`src/rtl/sdsb_pkg.sv`:
```
// ----------------------------------------------------------------------------
// sdsb_pkg
// Shared constants and types of the stream-bypass DRRIP replacement engine.
// ----------------------------------------------------------------------------
package sdsb_pkg;

    localparam int SETS        = 2048;
    localparam int WAYS        = 16;
    localparam int SIG_BITS    = 6;
    localparam int LEADER_SETS = 64;

    localparam int SET_W       = $clog2(SETS);
    localparam int WAY_W       = 4;
    localparam int SIG_ENTRIES = 1 << SIG_BITS;
    localparam int ADDR_W      = 64;
    localparam int LINE_SHIFT  = 6;
    localparam int PSEL_W      = 10;

    localparam logic [PSEL_W-1:0] PSEL_MID = PSEL_W'(512);
    localparam logic [PSEL_W-1:0] PSEL_MAX = PSEL_W'(1023);

    localparam logic [1:0] RRPV_NEAR = 2'd2;
    localparam logic [1:0] RRPV_FAR  = 2'd3;

    typedef struct packed {
        logic [WAYS-1:0][1:0]          rrpv;
        logic [WAYS-1:0][SIG_BITS-1:0] sig;
        logic [1:0]                    sc;
        logic [ADDR_W-1:0]             paddr;
        logic [ADDR_W-1:0]             pstride;
    } row_t;

    localparam int ROW_W = $bits(row_t);

    localparam row_t RESET_ROW = '{rrpv: '1, sig: '0, sc: '0, paddr: '0, pstride: '0};

    typedef struct packed {
        logic clr;
        logic load;
        logic row_latch;
        logic exec;
        logic ot_upd;
        logic ot_rd;
        logic ot_dep;
        logic out_load;
    } cmd_t;

    typedef struct packed {
        logic clr_last;
        logic op;
        logic hit;
        logic stream_fill;
        logic out_busy;
    } sts_t;

endpackage

```
`src/rtl/sdsb_ctrl.sv`:
```
// ----------------------------------------------------------------------------
// sdsb_ctrl
// Sequencer of the replacement engine: clearing pass, set read, outcome table
// read-modify-write steps and result hand-off.
// ----------------------------------------------------------------------------
module sdsb_ctrl (
    input  logic          aclk,
    input  logic          aresetn,
    input  logic          s_valid,
    output logic          s_ready,
    input  sdsb_pkg::sts_t sts,
    output sdsb_pkg::cmd_t cmd
);
    import sdsb_pkg::*;

    typedef enum logic [7:0] {
        ST_CLEAR  = 8'b0000_0001,
        ST_IDLE   = 8'b0000_0010,
        ST_READ   = 8'b0000_0100,
        ST_EXEC   = 8'b0000_1000,
        ST_OT_UPD = 8'b0001_0000,
        ST_OT_RD  = 8'b0010_0000,
        ST_OT_DEP = 8'b0100_0000,
        ST_DONE   = 8'b1000_0000
    } state_t;

    state_t state_reg, state_next;

    always_ff @(posedge aclk) begin
        if (!aresetn) begin
            state_reg <= ST_CLEAR;
        end else begin
            state_reg <= state_next;
        end
    end

    always_comb begin
        state_next = state_reg;
        case (state_reg)
            ST_CLEAR: begin
                if (sts.clr_last) state_next = ST_IDLE;
            end
            ST_IDLE: begin
                if (s_valid) state_next = ST_READ;
            end
            ST_READ: state_next = ST_EXEC;
            ST_EXEC: begin
                if (!sts.op || (!sts.hit && sts.stream_fill)) begin
                    state_next = ST_DONE;
                end else begin
                    state_next = ST_OT_UPD;
                end
            end
            ST_OT_UPD: begin
                if (sts.hit) begin
                    state_next = ST_DONE;
                end else begin
                    state_next = ST_OT_RD;
                end
            end
            ST_OT_RD:  state_next = ST_OT_DEP;
            ST_OT_DEP: state_next = ST_DONE;
            ST_DONE: begin
                if (!sts.out_busy) state_next = ST_IDLE;
            end
            default: state_next = ST_CLEAR;
        endcase
    end

    assign s_ready       = (state_reg == ST_IDLE);
    assign cmd.clr       = (state_reg == ST_CLEAR);
    assign cmd.load      = (state_reg == ST_IDLE) && s_valid;
    assign cmd.row_latch = (state_reg == ST_READ);
    assign cmd.exec      = (state_reg == ST_EXEC);
    assign cmd.ot_upd    = (state_reg == ST_OT_UPD);
    assign cmd.ot_rd     = (state_reg == ST_OT_RD);
    assign cmd.ot_dep    = (state_reg == ST_OT_DEP);
    assign cmd.out_load  = (state_reg == ST_DONE) && !sts.out_busy;

    a_one_item: assert property (@(posedge aclk) disable iff (!aresetn)
        $past(aresetn) && s_valid && s_ready |=> !s_ready)
        else $error("second item accepted while one is in progress");

    a_clear_leaves: assert property (@(posedge aclk) disable iff (!aresetn)
        $past(aresetn) && (state_reg == ST_CLEAR) && !sts.clr_last |=> !s_ready)
        else $error("clearing pass cut short");

    a_fill_path: assert property (@(posedge aclk) disable iff (!aresetn)
        $past(aresetn) && cmd.ot_dep |-> $past(cmd.ot_rd) && !sts.hit)
        else $error("depth step without outcome read");

endmodule

```
`config.mk`:
```
export PLATFORM = sky130hd
export DESIGN_NAME = sdsb_ctrl
export DESIGN_NICKNAME = d
export VERILOG_FILES = /design/src/rtl/sdsb_pkg.sv /design/src/rtl/sdsb_ctrl.sv
export SDC_FILE = /design/constraint.sdc
export NUM_CORES = 1
export LEC_CHECK = 0
export BUFFER_PORTS_ARGS = -buffer_cell sky130_fd_sc_hd__buf_2
export CAP_MARGIN = 10
export CORE_AREA = 2 2 39 41
export DETAILED_ROUTE_END_ITERATION = 8
export DIE_AREA = 0 0 41 43
export PLACE_DENSITY = 0.59
export SYNTH_ARGS = -nofsm -noshare
export SYNTH_HDL_FRONTEND = slang
export SYNTH_SLANG_ARGS = --single-unit
```
`constraint.sdc`:
```
create_clock -name aclk -period 2 [get_ports aclk]
set_clock_uncertainty 0.15 [all_clocks]
set_input_delay 0.4 -clock aclk [delete_from_list [all_inputs] [get_ports aclk]]
set_output_delay 0.4 -clock aclk [all_outputs]
set_load 0.02 [all_outputs]
```
Word-level counts from Yosys, hierarchy flattened
Index checks and enable logic that the tools add are counted.

storage, ports and cells
  register bits = 8
  word-level logic and storage cells = 26
  input bits = 8
  output and inout port bits = 9

operators by class
  multiplexer cells = 6
  eq/ne operators = 11
  reductions and logical operators = 8

operators by type and width
  cell                  number
  $pmux W8 S8           1
  $mux W8               5
  $eq A8 B1 Y1 const B  1
  $eq A8 B2 Y1 const B  1
  $eq A8 B3 Y1 const B  1
  $eq A8 B4 Y1 const B  1
  $eq A8 B5 Y1 const B  1
  $eq A8 B6 Y1 const B  1
  $eq A8 B7 Y1 const B  1
  $eq A8 B8 Y1 const B  1
  $ne A2 B2 Y1 const B  3
  $logic_and A1 B1 Y1   3
  $logic_not A1 Y1      3
  $reduce_and A3 Y1     1
  $logic_or A1 B1 Y1    1

Depth between registers and ports, before layout
  depth after elaboration = 5
  depth in mapped cells = 5
  depth with buffers taken out = 5

Worst setup path before layout
No wires, ideal clock.

  path kind = reg-to-output
  start point = reg state_reg[1]
  end point = out cmd[5] in the netlist's numbering
  path buffers = 0
  stages on the path, launching flop included = 4
  arrival = 1,347 ps
  required time = 1,450 ps
  slack = 103 ps
  path through = dfxtp_1 nor4_2 nand2_1 nor3b_1

RTL lines
  element                 RTL line         RTL
  from (decl)             sdsb_ctrl.sv:27  state_t state_reg, state_next;
  from (signal assigned)  sdsb_ctrl.sv:33  state_reg <= state_next;
  to (decl)               sdsb_ctrl.sv:12  output sdsb_pkg::cmd_t cmd

==> impl_metrics.toml <==
[floorplan]
boundaryPins = 17
rows = 14
die_w_microns = 41
start_util_pct = 35.0
die_y_microns = 43
fp.dieArea_sq_um = 1760
core_area_sq_um = 1380

[clock_network]
htreeDepth = 1
clk_latency_ns = 0.24
clock_path_buffers = 2
cts_tree = "built"
cts_buffers = 3
cts_num_sinks = 8
hold_buffers = 0
clk_pin_slew_ns = 0.06
root_buffer = "clkbuf_4"

[grt]
grt_pass1_wl_mm = 1.94
gr-total-overflow = 0
grt_pass1_vias = 469
gr-usage-all-layers_pct = 16.3
antenna_found_initial = 0
grt_max_degree = 7

[setup_path]
cp.buffers_inverters = 1
critical_path.slowest_cell = "dfxtp_4"
crit_type = "reg2out"
cpPeakStageDelay_ns = 0.36
crit_path_end_kind = "output port"
crit_chain = "nor4_4, nand2_2, nor3b_4, buf_6"
crit_start = "state_reg[5]"
critical_path_required_ns = 1.45
crit_family = "simple AND/OR/NAND/NOR gates"
r2r_start = "state_reg[5]"
critPathLaunchType = "flip-flop"
crit_fanout = 4
cp_data_arrival_time_ns = 1.47

[detailed_routing]
drt_iter0_markers = 8
wl_per_cell_microns = 12.7
vias = 506
drc_errors = 0
viasPerCell = 5.01
final_antenna_net_count = 0
drtPass1Iterations = 4
drt-total-wl_mm = 1.28

[synthesis]
syn-instance-count = 58
synth_edf_count = 0
synth.most_common_cell = "dfxtp_1"
async_flop_share_pct = 0
synthFlopType = "dfxtp_1"
synthTopCellsByCount = "8 x dfxtp_1, 7 x inv_1, 7 x nor2_1"
ys_seq_area_share_pct = 33.1
synth_area_leaders = "dfxtp_1 33%, inv_1 5.4%, nor2_1 5.4%, nor2b_1 5.2%, nor4_4 4.4%"
synth-seq-cells = 8
synth_area_sq_um = 484
ys_warn_count = 0
ys_types = 27
synth_nets = 66
synth_top_area_cell = "dfxtp_1"
synth_top_area_share_pct = 33.1
synth_area_per_cell_sq_um = 8.35

[layout]
fin_util_pct = 52.8
drive_gt1_share_pct = 45.9
nFillCells = 136
instances_no_fill = 101
nets = 95
largest_reg_flops = 8
syn2layout_area_growth_pct = 50.9
diodes = 0

[timing]
fin_crit_ns = 2.02
setup_viol = 2
worst_slew_margin_rel_pct = 75.4
tns_ns = -0.0262
clock.fmax_ghz = 0.496
hold_ws_ns = 0.197
slew_violations = 0
hold_viol = 0
worst_pin_slew_ns = 0.368
rsz0062_at_grt = "true"
worst_slack_ns = -0.0156
period_share_pct = 101

[power]
ir_drop_mv = 0.326
p_per_area_nw_per_um2 = 605
cellLeakagePower_nw = 0.339

[placement]
portBuffers = 16
dp_hpwl_microns = 904
dp.cells = 91
gp_congestion = 0.771

[flow_run]
cap_violations = 0

[run_status]
failed_checks = "negative setup slack"
status = "finished with violations"

[hold_path]
hold_class = "in2reg"
min_from = "sts[2]"
-- cells in the final DEF (no fill, tap or decap) --
| cell | n |
|---|---|
| o31a_1 | 1 |
| xnor2_1 | 2 |
| nand2_1 | 3 |
| dfxtp_2 | 1 |
| a21oi_1 | 1 |
| nand3_2 | 1 |
| nor4_4 | 2 |
| nand2_2 | 1 |
| inv_1 | 7 |
| nor3_1 | 1 |
| dfxtp_1 | 4 |
| nor2b_1 | 4 |
| nor3b_4 | 1 |
| and2_1 | 1 |
| and3_2 | 1 |
| o22ai_1 | 1 |
| and4b_2 | 1 |
| a22oi_1 | 1 |
| nand4b_1 | 2 |
| nor4b_1 | 1 |
| o21ai_0 | 2 |
| nor2_1 | 7 |
| nand3_1 | 3 |
| buf_6 | 3 |
| o211ai_1 | 2 |
| clkbuf_4 | 3 |
| o2111a_1 | 1 |
| nor3b_2 | 1 |
| o2bb2ai_1 | 1 |
| buf_2 | 10 |
| o221ai_1 | 1 |
| buf_4 | 11 |
| dfxtp_4 | 3 |
-- where the power goes --
group	internal (mW)	total [mW]	switching (mW)
combinational	0.0622	0.135	0.0727
sequential	0.168	0.185	0.0173
clock	0.0686	0.122	0.0531
-- path summary, 6_finish.rpt --
path,depth (start not counted),endpoint,slack [ns]
worst min register to register,1,state_reg[3],0.42
worst min-delay path,2,state_reg[5],0.20
worst max-delay path,4,cmd[1],-0.02
worst max register to register,7,state_reg[3],0.21
-- repair_timing --
action | in CTS | in global routing
setup buffers | 2 | 5
pin swaps | 4 | 4
gates resized for setup | 5 | 15
hold endpoints to repair | 0 | 0
endpoints found under the setup margin | 8 | 8
-- layer usage --
metal,GRT usage (%),share of wire (%)
met1,21.9,42
met3,3.14,3.5
met4,8.00,0.93
met2,23.8,54
met5,0,0
-- kinds of logic (layout without fill, tap and decap cells) --
| logic type | count (synthesis) | after routing | share of synthesized area [%] |
|---|---|---|---|
| and+or+nand+nor | 30 | 30 | 41.1 |
| AOI/OAI and AO/OA | 11 | 11 | 16.8 |
| DFF | 8 | 8 | 33.1 |
| buffers and inverters | 7 | 34 | 5.43 |
| xor gates and xnor gates | 2 | 2 | 3.62 |
-- cell type report --
type,count,area [sq um],share of cell area (%)
Clock buffer,3,22.5,3.08
Multi-Input combinational cell,43,323,44.2
Sequential cell,8,173,23.6
Inverter,7,26.3,3.60
Tap cell,16,20.0,2.74
Timing Repair Buffer,24,166,22.8
-- worst register-to-register path, delay by kind of cell (launching register included) --
family | cells | cell delay [ns]
AO/OA/AOI/OAI | 1 | 0.22
buffers and inverters | 3 | 0.38
flip-flops | 1 | 0.36
AND/OR/NAND/NOR | 3 | 0.55
-- through the flow --
step	total power, mW	instance area, sq um	worst slack [ns]
2_1_floorplan	0.260	484	0.103
3_3_place_gp	0.294	592	0.158
3_5_place_dp	0.293	592	0.155
4_1_cts	0.427	646	0.00246
5_1_grt	0.468	731	-0.0826
6_report	0.442	731	-0.0156
(Power assumes the default switching activity.)
